==> src/rtl/core/tgr_pkg.sv <==
`default_nettype none

package tgr_pkg;

    // Coordinate width of the touch controller samples.
    localparam int COORD_BITS = 12;

    // Fixed register widths.
    localparam int THR_W  = 12;
    localparam int MS_W   = 16;
    localparam int SIZE_W = 13;
    localparam int TIME_W = 32;
    localparam int CNT_W  = 4;
    localparam int KIND_W = 3;

    // Compare widths wide enough for both operands.
    localparam int CMP_W  = (COORD_BITS > SIZE_W) ? COORD_BITS : SIZE_W;
    localparam int DIST_W = (COORD_BITS > THR_W) ? COORD_BITS : THR_W;

    // Plan queue between front and back.
    localparam int QDEPTH = 2;
    localparam int QPTR_W = (QDEPTH > 1) ? $clog2(QDEPTH) : 1;
    localparam int QCNT_W = $clog2(QDEPTH + 1);

    // APB register map.
    localparam int PADDR_W = 5;
    localparam int PDATA_W = 32;
    localparam int RIDX_W  = 3;

    typedef enum logic [RIDX_W-1:0] {
        REG_MOVE_LIMIT      = 3'd0,
        REG_LONG_PRESS_MS   = 3'd1,
        REG_HOLD_RADIUS     = 3'd2,
        REG_CLICK_WINDOW_MS = 3'd3,
        REG_PANEL_W         = 3'd4,
        REG_PANEL_H         = 3'd5
    } reg_idx_t;

    localparam logic [THR_W-1:0]  MOVE_LIMIT_RST      = 12'd5;
    localparam logic [MS_W-1:0]   LONG_PRESS_MS_RST   = 16'd500;
    localparam logic [THR_W-1:0]  HOLD_RADIUS_RST     = 12'd20;
    localparam logic [MS_W-1:0]   CLICK_WINDOW_MS_RST = 16'd200;
    localparam logic [SIZE_W-1:0] PANEL_W_RST         = 13'd800;
    localparam logic [SIZE_W-1:0] PANEL_H_RST         = 13'd480;

    typedef enum logic [KIND_W-1:0] {
        EV_POS           = 3'd0,
        EV_LEFT_PRESS    = 3'd1,
        EV_LEFT_RELEASE  = 3'd2,
        EV_RIGHT_PRESS   = 3'd3,
        EV_RIGHT_RELEASE = 3'd4
    } ev_kind_t;

    typedef struct packed {
        logic [CNT_W-1:0]      touch_count;
        logic [COORD_BITS-1:0] raw_x;
        logic [COORD_BITS-1:0] raw_y;
        logic [TIME_W-1:0]     now_ms;
    } sample_t;

    typedef struct packed {
        logic [KIND_W-1:0]     event_kind;
        logic [COORD_BITS-1:0] pos_x;
        logic [COORD_BITS-1:0] pos_y;
        logic                  last;
    } gesture_t;

    typedef struct packed {
        logic [THR_W-1:0]  move_limit;
        logic [MS_W-1:0]   long_press_ms;
        logic [THR_W-1:0]  hold_radius;
        logic [MS_W-1:0]   click_window_ms;
        logic [SIZE_W-1:0] panel_w;
        logic [SIZE_W-1:0] panel_h;
    } cfg_t;

    // One classified sample: up to three words, in order ev0, ev1, ev2.
    typedef struct packed {
        logic [1:0]            cnt;
        ev_kind_t              ev0;
        ev_kind_t              ev1;
        ev_kind_t              ev2;
        logic [COORD_BITS-1:0] x;
        logic [COORD_BITS-1:0] y;
    } plan_t;

    typedef struct packed {
        logic full;
        logic empty;
    } q_status_t;

    function automatic logic [COORD_BITS-1:0] clamp_coord(
        input logic [COORD_BITS-1:0] v,
        input logic [SIZE_W-1:0]     size
    );
        logic [CMP_W-1:0] top;
        logic [CMP_W-1:0] vw;
        top = (size == '0) ? '0 : (CMP_W'(size) - CMP_W'(1));
        vw  = CMP_W'(v);
        return (vw > top) ? COORD_BITS'(top) : v;
    endfunction

    function automatic logic [COORD_BITS-1:0] abs_diff(
        input logic [COORD_BITS-1:0] a,
        input logic [COORD_BITS-1:0] b
    );
        return (a > b) ? (a - b) : (b - a);
    endfunction

endpackage

`default_nettype wire

==> src/rtl/core/touch_gesture_recognizer.sv <==
// Touch gesture recognizer.
// Sample channel (sample_valid/sample_ready/sample): one polled touch sample
// per word: touch count, raw x/y and a millisecond timestamp.
// Gesture channel (gesture_valid/gesture_ready/gesture): zero to three words
// per sample, in order: a position word while touched, then left press,
// left release, right press or right release words; last marks the final
// word of a sample. A lift with nothing to report gives no word at all.
// Configuration is an APB slave with six registers at byte offsets 0..20;
// pready is tied high and reads return the register value.
// The front classifies a sample and updates the touch state in the cycle it
// is taken, then hands a plan to a two-entry queue. The back walks the plan
// through an output register, one word per cycle while the receiver is ready.
// On an idle block the first word of a sample passes the queue entry and
// then the output register before it shows.
// Throughput: one gesture word per cycle while gesture_ready is high; the
// front takes a sample every cycle while the queue has room.
// Reset clears touch state, the queue and the output, and loads register
// defaults. When the receiver stalls, hold the output word; the queue fills
// and sample_ready drops until it drains.

`default_nettype none

module touch_gesture_recognizer (
    input  wire logic                          clk,
    input  wire logic                          rst_n,
    input  wire logic                          psel,
    input  wire logic                          penable,
    input  wire logic                          pwrite,
    input  wire logic [tgr_pkg::PADDR_W-1:0]   paddr,
    input  wire logic [tgr_pkg::PDATA_W-1:0]   pwdata,
    output logic [tgr_pkg::PDATA_W-1:0]        prdata,
    output logic                               pready,
    input  wire logic                          sample_valid,
    output logic                               sample_ready,
    input  wire tgr_pkg::sample_t              sample,
    output logic                               gesture_valid,
    input  wire logic                          gesture_ready,
    output tgr_pkg::gesture_t                  gesture
);

    tgr_pkg::cfg_t        cfg_reg, cfg_next;
    tgr_pkg::reg_idx_t    ridx;
    logic                 wr_en;
    logic                 push, pop;
    tgr_pkg::plan_t       plan, head;
    tgr_pkg::q_status_t   q_status;

    assign pready = 1'b1;
    assign wr_en  = psel && penable && pwrite && pready;
    assign ridx   = tgr_pkg::reg_idx_t'(paddr[tgr_pkg::RIDX_W+1:2]);

    // Register writes; offsets past the map are ignored.
    always_comb
    begin
        cfg_next = cfg_reg;
        if (wr_en)
        begin
            case (ridx)
                tgr_pkg::REG_MOVE_LIMIT:
                    cfg_next.move_limit = pwdata[tgr_pkg::THR_W-1:0];
                tgr_pkg::REG_LONG_PRESS_MS:
                    cfg_next.long_press_ms = pwdata[tgr_pkg::MS_W-1:0];
                tgr_pkg::REG_HOLD_RADIUS:
                    cfg_next.hold_radius = pwdata[tgr_pkg::THR_W-1:0];
                tgr_pkg::REG_CLICK_WINDOW_MS:
                    cfg_next.click_window_ms = pwdata[tgr_pkg::MS_W-1:0];
                tgr_pkg::REG_PANEL_W:
                    cfg_next.panel_w = pwdata[tgr_pkg::SIZE_W-1:0];
                tgr_pkg::REG_PANEL_H:
                    cfg_next.panel_h = pwdata[tgr_pkg::SIZE_W-1:0];
                default:
                    cfg_next = cfg_reg;
            endcase
        end
    end

    // Read mux, zero-extended to the bus width.
    always_comb
    begin
        case (ridx)
            tgr_pkg::REG_MOVE_LIMIT:
                prdata = tgr_pkg::PDATA_W'(cfg_reg.move_limit);
            tgr_pkg::REG_LONG_PRESS_MS:
                prdata = tgr_pkg::PDATA_W'(cfg_reg.long_press_ms);
            tgr_pkg::REG_HOLD_RADIUS:
                prdata = tgr_pkg::PDATA_W'(cfg_reg.hold_radius);
            tgr_pkg::REG_CLICK_WINDOW_MS:
                prdata = tgr_pkg::PDATA_W'(cfg_reg.click_window_ms);
            tgr_pkg::REG_PANEL_W:
                prdata = tgr_pkg::PDATA_W'(cfg_reg.panel_w);
            tgr_pkg::REG_PANEL_H:
                prdata = tgr_pkg::PDATA_W'(cfg_reg.panel_h);
            default:
                prdata = '0;
        endcase
    end

    always_ff @(posedge clk or negedge rst_n)
    begin
        if (!rst_n)
        begin
            cfg_reg.move_limit      <= tgr_pkg::MOVE_LIMIT_RST;
            cfg_reg.long_press_ms   <= tgr_pkg::LONG_PRESS_MS_RST;
            cfg_reg.hold_radius     <= tgr_pkg::HOLD_RADIUS_RST;
            cfg_reg.click_window_ms <= tgr_pkg::CLICK_WINDOW_MS_RST;
            cfg_reg.panel_w         <= tgr_pkg::PANEL_W_RST;
            cfg_reg.panel_h         <= tgr_pkg::PANEL_H_RST;
        end
        else
        begin
            cfg_reg <= cfg_next;
        end
    end

    // Front: take a sample, classify it, advance touch state.
    tgr_front u_front (
        .clk          (clk),
        .rst_n        (rst_n),
        .cfg          (cfg_reg),
        .sample_valid (sample_valid),
        .sample_ready (sample_ready),
        .sample       (sample),
        .q_status     (q_status),
        .push         (push),
        .plan         (plan)
    );

    // Plan queue decouples classification from word delivery.
    tgr_queue u_queue (
        .clk       (clk),
        .rst_n     (rst_n),
        .push      (push),
        .push_data (plan),
        .pop       (pop),
        .head      (head),
        .status    (q_status)
    );

    // Back: emit the plan one word per cycle while the receiver is ready.
    tgr_back u_back (
        .clk           (clk),
        .rst_n         (rst_n),
        .head          (head),
        .q_status      (q_status),
        .pop           (pop),
        .gesture_valid (gesture_valid),
        .gesture_ready (gesture_ready),
        .gesture       (gesture)
    );

endmodule

`default_nettype wire

==> src/rtl/core/tgr_front.sv <==
`default_nettype none

module tgr_front (
    input  wire logic              clk,
    input  wire logic              rst_n,
    input  wire tgr_pkg::cfg_t     cfg,
    input  wire logic              sample_valid,
    output logic                   sample_ready,
    input  wire tgr_pkg::sample_t  sample,
    input  wire tgr_pkg::q_status_t q_status,
    output logic                   push,
    output tgr_pkg::plan_t         plan
);

    logic                                touching_reg, touching_next;
    logic                                dragging_reg, dragging_next;
    logic                                lp_done_reg, lp_done_next;
    logic [tgr_pkg::COORD_BITS-1:0]      anchor_x_reg, anchor_x_next;
    logic [tgr_pkg::COORD_BITS-1:0]      anchor_y_reg, anchor_y_next;
    logic [tgr_pkg::TIME_W-1:0]          anchor_time_reg, anchor_time_next;

    logic                                accept;
    logic                                touched;
    logic [tgr_pkg::TIME_W-1:0]          dt;
    logic [tgr_pkg::COORD_BITS-1:0]      x, y, dx, dy;
    logic [tgr_pkg::DIST_W-1:0]          dxw, dyw, thr, lpdist;
    logic                                drag_fire, lp_fire;

    assign sample_ready = !q_status.full;
    assign accept       = sample_valid && sample_ready;
    assign touched      = (sample.touch_count != '0);
    assign dt           = sample.now_ms - anchor_time_reg;

    assign x   = tgr_pkg::clamp_coord(sample.raw_x, cfg.panel_w);
    assign y   = tgr_pkg::clamp_coord(sample.raw_y, cfg.panel_h);
    assign dx  = tgr_pkg::abs_diff(x, anchor_x_reg);
    assign dy  = tgr_pkg::abs_diff(y, anchor_y_reg);
    assign dxw = tgr_pkg::DIST_W'(dx);
    assign dyw = tgr_pkg::DIST_W'(dy);
    assign thr    = tgr_pkg::DIST_W'(cfg.move_limit);
    assign lpdist = tgr_pkg::DIST_W'(cfg.hold_radius);

    // A drag on this sample blocks the long press on the same sample.
    assign drag_fire = touching_reg && !dragging_reg && !lp_done_reg
                       && (dxw > thr || dyw > thr);
    assign lp_fire   = touching_reg && !dragging_reg && !lp_done_reg && !drag_fire
                       && (dt > tgr_pkg::TIME_W'(cfg.long_press_ms))
                       && (dxw < lpdist) && (dyw < lpdist);

    always_comb
    begin
        touching_next    = touching_reg;
        dragging_next    = dragging_reg;
        lp_done_next     = lp_done_reg;
        anchor_x_next    = anchor_x_reg;
        anchor_y_next    = anchor_y_reg;
        anchor_time_next = anchor_time_reg;
        plan.cnt = 2'd0;
        plan.ev0 = tgr_pkg::EV_POS;
        plan.ev1 = tgr_pkg::EV_POS;
        plan.ev2 = tgr_pkg::EV_POS;
        plan.x   = x;
        plan.y   = y;
        if (touched)
        begin
            plan.cnt = 2'd1;
            if (!touching_reg)
            begin
                anchor_x_next    = x;
                anchor_y_next    = y;
                anchor_time_next = sample.now_ms;
                touching_next    = 1'b1;
                lp_done_next     = 1'b0;
            end
            else if (drag_fire)
            begin
                plan.cnt      = 2'd2;
                plan.ev1      = tgr_pkg::EV_LEFT_PRESS;
                dragging_next = 1'b1;
            end
            else if (lp_fire)
            begin
                plan.cnt     = 2'd3;
                plan.ev1     = tgr_pkg::EV_RIGHT_PRESS;
                plan.ev2     = tgr_pkg::EV_RIGHT_RELEASE;
                lp_done_next = 1'b1;
            end
        end
        else if (touching_reg)
        begin
            if (dragging_reg)
            begin
                plan.cnt      = 2'd1;
                plan.ev0      = tgr_pkg::EV_LEFT_RELEASE;
                dragging_next = 1'b0;
            end
            else if (!lp_done_reg && dt < tgr_pkg::TIME_W'(cfg.click_window_ms))
            begin
                plan.cnt = 2'd2;
                plan.ev0 = tgr_pkg::EV_LEFT_PRESS;
                plan.ev1 = tgr_pkg::EV_LEFT_RELEASE;
            end
            touching_next = 1'b0;
            lp_done_next  = 1'b0;
        end
    end

    // Drop samples that give no words; nothing enters the queue for them.
    assign push = accept && (plan.cnt != 2'd0);

    always_ff @(posedge clk or negedge rst_n)
    begin
        if (!rst_n)
        begin
            touching_reg    <= 1'b0;
            dragging_reg    <= 1'b0;
            lp_done_reg     <= 1'b0;
            anchor_x_reg    <= '0;
            anchor_y_reg    <= '0;
            anchor_time_reg <= '0;
        end
        else if (accept)
        begin
            touching_reg    <= touching_next;
            dragging_reg    <= dragging_next;
            lp_done_reg     <= lp_done_next;
            anchor_x_reg    <= anchor_x_next;
            anchor_y_reg    <= anchor_y_next;
            anchor_time_reg <= anchor_time_next;
        end
    end

endmodule

`default_nettype wire

==> src/rtl/core/tgr_queue.sv <==
`default_nettype none

module tgr_queue (
    input  wire logic               clk,
    input  wire logic               rst_n,
    input  wire logic               push,
    input  wire tgr_pkg::plan_t     push_data,
    input  wire logic               pop,
    output tgr_pkg::plan_t          head,
    output tgr_pkg::q_status_t      status
);

    tgr_pkg::plan_t                mem_reg [tgr_pkg::QDEPTH];
    logic [tgr_pkg::QPTR_W-1:0]    wr_ptr_reg, wr_ptr_next;
    logic [tgr_pkg::QPTR_W-1:0]    rd_ptr_reg, rd_ptr_next;
    logic [tgr_pkg::QCNT_W-1:0]    count_reg, count_next;
    logic                          do_push, do_pop;

    assign status.full  = (count_reg == tgr_pkg::QCNT_W'(tgr_pkg::QDEPTH));
    assign status.empty = (count_reg == '0);
    assign do_push      = push && !status.full;
    assign do_pop       = pop && !status.empty;
    assign head         = mem_reg[rd_ptr_reg];

    always_comb
    begin
        wr_ptr_next = wr_ptr_reg;
        rd_ptr_next = rd_ptr_reg;
        count_next  = count_reg;
        if (do_push)
        begin
            wr_ptr_next = (wr_ptr_reg == tgr_pkg::QPTR_W'(tgr_pkg::QDEPTH - 1))
                          ? '0 : wr_ptr_reg + 1'b1;
        end
        if (do_pop)
        begin
            rd_ptr_next = (rd_ptr_reg == tgr_pkg::QPTR_W'(tgr_pkg::QDEPTH - 1))
                          ? '0 : rd_ptr_reg + 1'b1;
        end
        case ({do_push, do_pop})
            2'b10:   count_next = count_reg + 1'b1;
            2'b01:   count_next = count_reg - 1'b1;
            default: count_next = count_reg;
        endcase
    end

    always_ff @(posedge clk)
    begin
        if (do_push)
        begin
            mem_reg[wr_ptr_reg] <= push_data;
        end
    end

    always_ff @(posedge clk or negedge rst_n)
    begin
        if (!rst_n)
        begin
            wr_ptr_reg <= '0;
            rd_ptr_reg <= '0;
            count_reg  <= '0;
        end
        else
        begin
            wr_ptr_reg <= wr_ptr_next;
            rd_ptr_reg <= rd_ptr_next;
            count_reg  <= count_next;
        end
    end

endmodule

`default_nettype wire

==> src/rtl/core/tgr_back.sv <==
`default_nettype none

module tgr_back (
    input  wire logic               clk,
    input  wire logic               rst_n,
    input  wire tgr_pkg::plan_t     head,
    input  wire tgr_pkg::q_status_t q_status,
    output logic                    pop,
    output logic                    gesture_valid,
    input  wire logic               gesture_ready,
    output tgr_pkg::gesture_t       gesture
);

    logic [1:0]           idx_reg, idx_next;
    logic                 valid_reg, valid_next;
    tgr_pkg::gesture_t    word_reg, word_next;
    logic                 load;
    logic                 is_last;
    tgr_pkg::ev_kind_t    kind;

    assign load    = !q_status.empty && (!valid_reg || gesture_ready);
    assign is_last = (idx_reg == (head.cnt - 2'd1));
    assign pop     = load && is_last;

    always_comb
    begin
        case (idx_reg)
            2'd0:    kind = head.ev0;
            2'd1:    kind = head.ev1;
            default: kind = head.ev2;
        endcase
    end

    always_comb
    begin
        idx_next   = idx_reg;
        word_next  = word_reg;
        valid_next = valid_reg && !gesture_ready;
        if (load)
        begin
            valid_next           = 1'b1;
            word_next.event_kind = kind;
            word_next.last       = is_last;
            // Button words carry a zero position.
            word_next.pos_x = (kind == tgr_pkg::EV_POS) ? head.x : '0;
            word_next.pos_y = (kind == tgr_pkg::EV_POS) ? head.y : '0;
            idx_next        = is_last ? 2'd0 : idx_reg + 2'd1;
        end
    end

    always_ff @(posedge clk or negedge rst_n)
    begin
        if (!rst_n)
        begin
            idx_reg   <= 2'd0;
            valid_reg <= 1'b0;
        end
        else
        begin
            idx_reg   <= idx_next;
            valid_reg <= valid_next;
        end
    end

    always_ff @(posedge clk)
    begin
        word_reg <= word_next;
    end

    assign gesture_valid = valid_reg;
    assign gesture       = word_reg;

endmodule

`default_nettype wire

==> config.mk <==
export PLATFORM = sky130hd
export DESIGN_NAME = touch_gesture_recognizer
export DESIGN_NICKNAME = d
export VERILOG_FILES = /design/src/rtl/core/tgr_pkg.sv /design/src/rtl/core/touch_gesture_recognizer.sv /design/src/rtl/core/tgr_front.sv /design/src/rtl/core/tgr_queue.sv /design/src/rtl/core/tgr_back.sv
export SDC_FILE = /design/constraint.sdc
export NUM_CORES = 1
export LEC_CHECK = 0
export BUFFER_PORTS_ARGS = -buffer_cell sky130_fd_sc_hd__buf_2
export CAP_MARGIN = 20
export CORE_AREA = 4 4 219 221
export CTS_CLUSTER_SIZE = 10
export DETAILED_ROUTE_END_ITERATION = 8
export DIE_AREA = 0 0 223 225
export PLACE_DENSITY = 0.53
export SYNTH_ARGS = -nofsm -noshare
export SYNTH_HDL_FRONTEND = slang
export SYNTH_HIERARCHICAL = 1
export SYNTH_SLANG_ARGS = --single-unit
==> constraint.sdc <==
create_clock -name clk -period 12 [get_ports clk]
set_input_delay 2.4 -clock clk [delete_from_list [all_inputs] [get_ports clk]]
set_output_delay 2.4 -clock clk [all_outputs]
set_load 0.1 [all_outputs]
==> metrics.txt, run 1 <==
most frequent cells in the layout=184 x ha_1, 180 x inv_1, 133 x mux2_2; register bit count reported by yosys=246; WL/cell=about 18 um; cts hold-fix bufs=0; initial core utilization=0.385; Slew @ Worst Pin=about 0.98 ns; sequential area share after synthesis=0.376; Vias=between 10k and 15k; Num CTS Buffers=34; final worst-path cycle share=0.816; startpoint types=flop; postcts setup bufs=0; # nets final=2,155; worst path bufs/invs=2; Die H=225 um; DRC=0; RSZ-0062 raised after global routing=no; setup tns final=0 ns; Placer Congestion=0.881; clock sink total=between 200 and 250; clock latency on the worst-skew pair=0.55 ns; Hold Vio Cnt, Final=0; worst hold path type=reg2reg; Pins Over Slew Limit=0; GRT Total Usage=0.173; final setup fails=0; Setup CP Type=reg2reg; CP arrival=10.20 ns; Max Cap Viol=0; DRT iter0 DRCs=approximately 710; Post-synth EDFFs=98; Max-slew headroom=0.343; Resize count post-CTS=0; CP dominant cell by count=o21a_1; total die area=~0.05 mm2; antenna-violating nets left=0; Post-Syn Area=0.0177 mm2; largest net degree at the start of global routing=approximately 80; number of global-route vias before repair=12.9k; CTS tree=done; Die X=about 220 um; fin crit period=between 9 and 10 ns; Setup Skew=0.0304 ns; post-DP HPWL=roughly 34,000 um; Mean Syn Cell Area=about 10 um2; Syn Inst Count=1,740; DR pass1 iterations=5; row cnt=79; leading cell type in the layout, fill and taps excluded=ha_1; family with the most delay on the worst path=compound AO/OA/AOI/OAI gates; Crit. End Element=flop; share of cells above drive strength 1=0.228; FFs w/ async S/R, synth=0.602; worst-case clock buffer depth=3; clock-pin transition on the worst setup and hold timing paths=about 0.050 ns; status=completed; first-pass GRT wire length=70,300 um; max frequency=0.102 GHz; Slowest Stage Delay on Critical Path=0.62 ns; Post-Route WL=44,100 um; Area growth syn-to-layout=12.5%; max FFs per register=approximately 80; initial antenna violation count=0; post-synth cell types=87; core area=between 0.04 and 0.05 mm2; count of buffers from port buffering=roughly 130; Critical-path top delay cell=or4_1; gr ovfl total=0; H-Tree Depth=2; worst endpoint required time=12.41 ns; Ys Warns=6; vias per cell=5.16; Top FF cell, synth=dfrtp_1; io pins=167; Root Driver=clkbuf_16; Ant. Diodes=0; Max FO, Critical Path=17
[cell type report]
cell class	instances	area, um2
clock buffers	54	997
clock inverters	8	72.6
fillers	4486	26200
inverters	181	679
multi-input cells	1251	9990
flip-flops and latches	246	6670
well taps	607	759
repair buffers	148	797
[cells by family after synthesis]
kind of cell	after synthesis	share of synthesized area
AOI/OAI and AO/OA	371	0.133
adders and majority gates	189	0.135
DFF	246	0.376
buffers and inverters	261	0.0662
and+or+nand+nor	393	0.119
xor gates and xnor gates	67	0.0331
other	3	0.000634
muxes	210	0.137
[final timing paths]
check	startpoint	endpoint	slack, ns	cells past startpoint
min in group asynchronous	rst_n	u_front/anchor_time_reg[16]$_DFFE_PN0P_	1.90	1
max	cfg_reg[19]$_DFFE_PN0P_	u_front/lp_done_reg$_DFFE_PN0P_	2.21	37
max in group asynchronous	rst_n	u_front/anchor_x_reg[5]$_DFFE_PN0P_	8.58	2
max reg2reg	cfg_reg[19]$_DFFE_PN0P_	u_front/lp_done_reg$_DFFE_PN0P_	2.21	37
min reg2reg	u_queue/count_reg[1]$_DFFE_PN0P_	u_queue/count_reg[1]$_DFFE_PN0P_	0.50	1
min	u_queue/count_reg[1]$_DFFE_PN0P_	u_queue/count_reg[1]$_DFFE_PN0P_	0.50	1
[worst reg2reg max path: cells and delay by family, from the launching register on]
family,cells,cell delay (ns)
and+or+nand+nor,10,2.80
muxes,1,0.62
DFF,1,0.45
adders and majority gates,3,0.99
AOI/OAI and AO/OA,20,4.16
buffers and inverters,2,0.40
xor gates and xnor gates,1,0.23
[per-stage QoR]
| step | setup WS (ns) | util | cells | cell area (um2) | hold slack [ns] |
|---|---|---|---|---|---|
| after floorplan | 3.06 | - | 1758 | 17800 | 0.461 |
| after global placement | 1.99 | 0.409 | 2430 | 18900 | 0.488 |
| after detailed placement | 1.91 | 0.409 | 2433 | 18900 | 0.487 |
| after CTS | 2.16 | 0.433 | 2495 | 20000 | 0.495 |
| after global routing | 1.41 | 0.433 | 2495 | 20000 | 0.508 |
| final | 2.21 | 0.433 | 2495 | 20000 | 0.497 |
[layer usage]
layer  vias up  track usage  share of wire  wire length, um
li1       6441            -              -                -
met1      6179        0.228           0.46            20100
met2       203        0.295           0.48            21000
met3        60       0.0297          0.039             1720
met4         0       0.0507          0.027             1180
met5         -            0              0                0
[cells in the mapped netlist, drive strengths merged, types with 9 or more instances]
master	instances	area (um2)
nand4	24	150
nand3	43	215
dfstp	20	526
nor4	11	75.1
nor3b	9	67.6
edfxtp	98	2940
clkbuf	31	116
o21a	20	151
o21ai	101	505
nor3	49	355
xor2	21	184
a21o	44	332
a21oi	109	561
nand2	96	360
a31oi	11	75.1
buf	49	379
ha	184	2300
or3	12	80.1
mux2	162	1930
and3	12	75.1
nor2b	21	134
nor2	75	292
xnor2	46	403
mux2i	47	470
dfrtp	128	3200
nand2b	19	119
inv	180	676
Power of run 1 is not shown: default switching activity piles up to over one toggle a cycle in this logic, so the estimate is an artifact.
==> run 2: changes to the inputs <==
--- a/config.mk
+++ b/config.mk
@@ -5,12 +5,13 @@
 export SDC_FILE = /design/constraint.sdc
 export NUM_CORES = 1
 export LEC_CHECK = 0
+export ABC_AREA = 1
 export BUFFER_PORTS_ARGS = -buffer_cell sky130_fd_sc_hd__buf_2
 export CAP_MARGIN = 20
-export CORE_AREA = 4 4 219 221
+export CORE_AREA = 4 4 226 228
 export CTS_CLUSTER_SIZE = 10
 export DETAILED_ROUTE_END_ITERATION = 8
-export DIE_AREA = 0 0 223 225
+export DIE_AREA = 0 0 230 232
 export PLACE_DENSITY = 0.53
 export SYNTH_ARGS = -nofsm -noshare
 export SYNTH_HDL_FRONTEND = slang
==> constraint.sdc (replaced) <==
create_clock -name clk -period 9.87 [get_ports clk]
set_input_delay 1.974 -clock clk [delete_from_list [all_inputs] [get_ports clk]]
set_output_delay 1.974 -clock clk [all_outputs]
set_load 0.1 [all_outputs]
==> metrics.txt, run 2 <==
worst endpoint required time=10.08 ns (-2.33 ns); Die X=230 um (+3.1%); gr ovfl total=0 (unchanged); startpoint types=flop; H-Tree Depth=1 (-1); top cell type's share of synthesized area=0.169 (-0.0117); Syn Inst Count=2,584 (+49%); Crit. End Element=flop; Pins Over Slew Limit=0 (unchanged); Num CTS Buffers=31 (-8.8%); Root Driver=clkbuf_16; initial antenna violation count=3 (+3); Resize count post-CTS=0 (unchanged); core area=0.0488 mm2 (+5.8%); multi-input logic area=0.0102 mm2 (+1.8%); Slew @ Worst Pin=1.02 ns (+0.0395 ns); Post-Syn Area=0.0190 mm2 (+7.0%); final worst-path cycle share=0.882 (+0.0660); most frequent cells in the layout=802 x nand2_1, 424 x inv_1, 184 x ha_1; register bit count reported by yosys=246 (unchanged); DRC=0 (unchanged); worst vdd ir=220 uV; status=completed; FFs w/ async S/R, synth=0.602 (unchanged); Ys Warns=6 (unchanged); Post-synth EDFFs=98 (unchanged); RSZ-0062 raised after global routing=no; worst setup margin=1.17 ns (-1.04 ns); vias per cell=4.87 (-5.6%); Critical-path top delay cell=dfrtp_1; cts hold-fix bufs=0 (unchanged); Post-synth top cells=802 x nand2_1, 424 x inv_1, 184 x ha_1, 156 x o21ai_0, 143 x nor2_1; leading cell type in the layout, fill and taps excluded=nand2_1; max frequency=0.115 GHz (+12%); Setup CP Type=reg2reg; post-DP HPWL=41,000 um (+19%); final setup fails=0 (unchanged); CTS tree=done; GRT Total Usage=0.192 (+0.0190); antenna-violating nets left=0 (unchanged); Area growth syn-to-layout=10.6%; Hold Vio Cnt, Final=0 (unchanged); family with the most delay on the worst path=simple AND/OR/NAND/NOR gates; register area=0.00667 mm2 (about the same); top cells by area, synth=dfrtp_1 17%, nand2_1 16%, edfxtp_1 16%, ha_1 12%, inv_1 8.4%; setup tns final=0 ns (unchanged); post-synth cell types=63 (-28%); reg2reg end=u_queue/mem_reg[1][5]$_DFFE_PP_; Die H=232 um (+3.1%); postcts setup bufs=0 (unchanged); DRT iter0 DRCs=1,115 (+56%); R2R Path Start=cfg_reg[13]$_DFFE_PN0P_; Top FF cell, synth=dfrtp_1; Worst Reg-to-Reg Cells=47 (+27%); Post-Route WL=52,500 um (+19%); largest net degree at the start of global routing=76 (-2.6%); Slowest Stage Delay on Critical Path=0.49 ns (-0.13 ns); CP arrival=8.91 ns (-1.29 ns); row cnt=81 (+2.5%); reg2reg setup slack=1.17 ns (-1.04 ns); Static Leak=10.9 nW; CP dominant cell by count=nand2_1; number of cells on the critical path=47 (+27%); first-pass GRT wire length=83,300 um (+19%); Vias=16.4k (+28%); Fillers=5,111 (+14%); initial core utilization=0.389 (+0.00412); io pins=167 (unchanged); area leader, netlist=dfrtp_1; total die area=0.0534 mm2 (+6.3%); Post-Place Setup Slack=0.855 ns (-1.06 ns); DR pass1 iterations=5 (unchanged); clock latency on the worst-skew pair=0.58 ns (+0.03 ns); worst-case clock buffer depth=3 (unchanged); count leader, synth=nand2_1; crit path from=cfg_reg[13]$_DFFE_PN0P_; clock sink total=246 (unchanged); sequential area share after synthesis=0.351 (-0.0244); worst hold path type=reg2reg; Setup crit end=u_queue/mem_reg[1][5]$_DFFE_PP_; Max FO, Critical Path=35 (+18); Placer Congestion=0.917 (+4.1%); # nets final=2,976 (+38%); Mean Syn Cell Area=7.35 um2 (-28%); WL/cell=15.6 um (-12%); Max-slew headroom=0.316 (-0.0272); number of global-route vias before repair=15.6k (+21%); max FFs per register=82 (unchanged); Max Cap Viol=0 (unchanged); worst path bufs/invs=6 (+4); Pwr Density=between 300 and 400 mW/mm2; Setup Skew=0.0189 ns (-0.0115 ns); fin crit period=8.70 ns (-1.09 ns); share of cells above drive strength 1=0.118 (-0.110); count of buffers from port buffering=131 (unchanged); clock-pin transition on the worst setup and hold timing paths=0.06 ns (about the same)
run 2: cell types whose count changed after synthesis, moves of 42 or more:
| cell | previous run | this run |
|---|---|---|
| mux2i_1 | 47 | 4 |
| inv_1 | 180 | 424 |
| o21ai_0 | 100 | 156 |
| nor2_1 | 73 | 143 |
| nand2_1 | 96 | 802 |
| nand3_1 | 43 | 101 |
| o21ai_1 | 1 | 43 |
| mux2_2 | 133 | 0 |
run 2: cell type report:
| type | instances | area share |
|---|---|---|
| Antenna cell | 3 | 0.000357 |
| Clock buffer | 54 | 0.0444 |
| Clock inverter | 4 | 0.00143 |
| Inverter | 439 | 0.0788 |
| Multi-Input combinational cell | 1827 | 0.484 |
| Sequential cell | 246 | 0.318 |
| Tap cell | 664 | 0.0396 |
| Timing Repair Buffer | 138 | 0.0340 |
run 2: power breakdown:
part	switching [W]	total (W)	internal, W
Sequential	0.000175	0.00169	0.00152
Clock	0.000449	0.00108	0.000635
Combinational	0.00373	0.00552	0.00180
run 2: kinds of logic (layout without fill, tap and decap cells):
group	after synthesis	after routing	share of synthesized area
compound gates	374	374	0.111
xor+xnor	43	43	0.0198
fa+ha+maj	189	189	0.127
buf+inv	529	635	0.118
flops	246	246	0.351
mux	4	4	0.00211
other cells	3	24	0.000593
simple gates	1196	1196	0.271
run 2: metal layers:
metal,track usage,up-vias,part of all wire
met5,0,-,0
met1,0.277,7603,0.49
met2,0.313,359,0.45
li1,-,8423,-
met3,0.0222,58,0.050
met4,0.0416,0,0.019
run 2: tightest hold or removal path, stage by stage, from the launching register on:
cell	delay [ns]
dfrtp_1	0.35
nand2_1	0.06
nand2_1	0.05
run 2: worst min path at each step:
| stage | from | end | depth (start not counted) |
|---|---|---|---|
| after global routing | cfg_reg[29]$_DFFE_PN1P_ | cfg_reg[29]$_DFFE_PN1P_ | 2 |
| after CTS | u_queue/wr_ptr_reg$_DFFE_PN0P_ | u_queue/wr_ptr_reg$_DFFE_PN0P_ | 2 |
| after floorplan | u_queue/wr_ptr_reg$_DFFE_PN0P_ | u_queue/wr_ptr_reg$_DFFE_PN0P_ | 2 |
| after detailed placement | u_queue/wr_ptr_reg$_DFFE_PN0P_ | u_queue/wr_ptr_reg$_DFFE_PN0P_ | 2 |
| final | u_queue/count_reg[1]$_DFFE_PN0P_ | u_queue/count_reg[1]$_DFFE_PN0P_ | 2 |
| after global placement | u_queue/wr_ptr_reg$_DFFE_PN0P_ | u_queue/wr_ptr_reg$_DFFE_PN0P_ | 2 |
run 2: metrics by stage:
step | power, W | utilization | hold WS [ns] | cell area (um2) | cells
6_report | 0.00830 | 0.430 | 0.488 | 21000 | 3375
5_1_grt | 0.00917 | 0.430 | 0.517 | 21000 | 3374
4_1_cts | 0.00835 | 0.430 | 0.485 | 21000 | 3372
3_5_place_dp | 0.00721 | 0.410 | 0.471 | 20000 | 3314
3_3_place_gp | 0.00708 | 0.410 | 0.463 | 20000 | 3314
2_1_floorplan | 0.00595 | - | 0.450 | 19100 | 2602
Power figures use the tool's default switching activity.
==> run 3: changes to the inputs <==
--- a/config.mk
+++ b/config.mk
@@ -6,13 +6,13 @@
 export NUM_CORES = 1
 export LEC_CHECK = 0
 export ABC_AREA = 1
-export BUFFER_PORTS_ARGS = -buffer_cell sky130_fd_sc_hd__buf_2
 export CAP_MARGIN = 20
-export CORE_AREA = 4 4 226 228
+export CORE_AREA = 4 4 211 213
 export CTS_CLUSTER_SIZE = 10
 export DETAILED_ROUTE_END_ITERATION = 8
-export DIE_AREA = 0 0 230 232
-export PLACE_DENSITY = 0.53
+export DIE_AREA = 0 0 215 217
+export DONT_BUFFER_PORTS = 1
+export PLACE_DENSITY = 0.56
 export SYNTH_ARGS = -nofsm -noshare
 export SYNTH_HDL_FRONTEND = slang
 export SYNTH_HIERARCHICAL = 1
==> metrics.txt, run 3 (synthesis results as in run 2) <==
io pins=167 (unchanged); DRT iter0 DRCs=912 (-18%); row cnt=76 (-6.2%); post-DP HPWL=39,500 um (-3.8%); antenna-violating nets left=0 (unchanged); Placer Congestion=0.910 (-0.72%); initial core utilization=0.445 (+0.0560); wire length on met3=2960 um (+13%); status=completed; initial antenna violation count=0 (-3); first-pass GRT wire length=82,000 um (-1.5%); clock sink total=246 (unchanged); worst-case clock buffer depth=3 (unchanged); setup tns final=0 ns (unchanged); Max Cap Viol=0 (unchanged); Die H=217 um (-6.5%); final setup fails=0 (unchanged); RSZ-0062 raised after global routing=no; CP dominant cell by count=nand2_1; Ant. Diodes=0 (-3); fin util=0.472 (+0.0420); GRT Total Usage=0.215 (+0.0230); fin crit period=8.78 ns (+0.0805 ns); Max-slew headroom=0.235 (-0.0805); total die area=0.0467 mm2 (-13%); Vias=15.8k (-3.8%); Setup CP Type=reg2reg; top sig layer=met4; leading cell type in the layout, fill and taps excluded=nand2_1; family with the most delay on the worst path=simple AND/OR/NAND/NOR gates; clock-pin transition on the worst setup and hold timing paths=0.06 ns (about the same); # nets final=2,843 (-4.5%); Critical-path top delay cell=dfrtp_1; final worst-path cycle share=0.890 (+0.00816); startpoint types=flop; vias per cell=5.07 (+4.0%); CTS tree=done; Static Leak=10.3 nW (-5.1%); Num CTS Buffers=31 (unchanged); worst hold path type=reg2reg; share of cells above drive strength 1=0.0726 (-0.0455); Crit. End Element=flop; number of global-route vias before repair=15.1k (-2.7%); gr ovfl total=0 (unchanged); Post-DP Area=0.0192 mm2 (-4.0%); DRC=0 (unchanged); Max FO, Critical Path=35 (unchanged); worst path bufs/invs=9 (+3); Die X=215 um (-6.5%); met2 wire len=22,200 um (-5.1%); largest net degree at the start of global routing=149 (+96%); DR pass1 iterations=5 (unchanged); Pins Over Slew Limit=0 (unchanged); CP arrival=8.99 ns (+0.08 ns); clock latency on the worst-skew pair=0.58 ns (about the same); Slew @ Worst Pin=1.15 ns (+0.126 ns); Pwr Density=405 mW/mm2 (+2.4%); Root Driver=clkbuf_16; most frequent cells in the layout=802 x nand2_1, 424 x inv_1, 184 x ha_1; max frequency=0.114 GHz (-0.92%); WL/cell=16.3 um (+4.4%); core area=0.0427 mm2 (-13%); Slowest Stage Delay on Critical Path=0.47 ns (-0.02 ns); Hold Vio Cnt, Final=0 (unchanged); Area growth syn-to-layout=6.15%; max FFs per register=82 (unchanged); worst endpoint required time=10.08 ns (about the same); worst vdd ir=199 uV (-9.7%); Post-Route WL=50,700 um (-3.4%); DRT met1 WL=24,600 um (-3.4%); H-Tree Depth=1 (unchanged); postcts setup bufs=0 (unchanged); post-route cell area=0.0202 mm2 (-4.1%); count of buffers from port buffering=0 (-100%); Resize count post-CTS=0 (unchanged); Setup Skew=0.0115 ns (-0.00737 ns); cts hold-fix bufs=0 (unchanged)
==> run 3: per-stage QoR <==
stage | instances | power, W | setup WS (ns) | hold WS [ns]
floorplan | 2602 | 0.00595 | 1.32 | 0.450
global placement | 3063 | 0.00696 | 0.769 | 0.463
detailed placement | 3063 | 0.00708 | 0.701 | 0.478
CTS | 3120 | 0.00818 | 1.03 | 0.487
global route | 3120 | 0.00903 | 0.144 | 0.506
finish | 3120 | 0.00815 | 1.09 | 0.490
==> run 3: area by class of cell <==
class / count / area [um2]
tap: 546 / 683
sequential: 246 / 6670
inverter: 439 / 1660
clock buffer: 49 / 853
clock inverter: 8 / 70.1
multi-input combinational: 1827 / 10200
timing repair buffer: 5 / 37.5
fill: 4359 / 22500
==> run 3: per-layer routing <==
| layer | vias to the layer above | GRT usage |
|---|---|---|
| met1 | 7268 | 0.311 |
| met3 | 63 | 0.0356 |
| met4 | 0 | 0.0438 |
| li1 | 8145 | - |
| met2 | 338 | 0.345 |
| met5 | - | 0 |
==> run 3: where the power goes <==
group / switching [W] / internal [W] / leakage [nW]
clock network: 0.000434 / 0.000613 / 0.447
logic: 0.00323 / 0.00173 / 7.15
registers: 0.000617 / 0.00152 / 2.73
==> run 3: final timing paths <==
check | depth (start not counted) | end | slack, ns | start
max | 50 | u_queue/mem_reg[1][2]$_DFFE_PP_ | 1.09 | cfg_reg[0]$_DFFE_PN0P_
min | 2 | cfg_reg[29]$_DFFE_PN1P_ | 0.49 | cfg_reg[29]$_DFFE_PN1P_
max reg2reg | 50 | u_queue/mem_reg[1][2]$_DFFE_PP_ | 1.09 | cfg_reg[0]$_DFFE_PN0P_
min reg2reg | 2 | cfg_reg[29]$_DFFE_PN1P_ | 0.49 | cfg_reg[29]$_DFFE_PN1P_
max in group asynchronous | 0 | cfg_reg[5]$_DFFE_PN1P_ | 8.42 | rst_n
min in group asynchronous | 0 | u_back/gesture_valid$_DFF_PN0_ | 1.10 | rst_n
==> run 3: tightest hold or removal path, stage by stage, from the launching register on <==
cell and delay, ns:
dfstp_2 0.37, o21ai_0 0.07, nand2_1 0.05
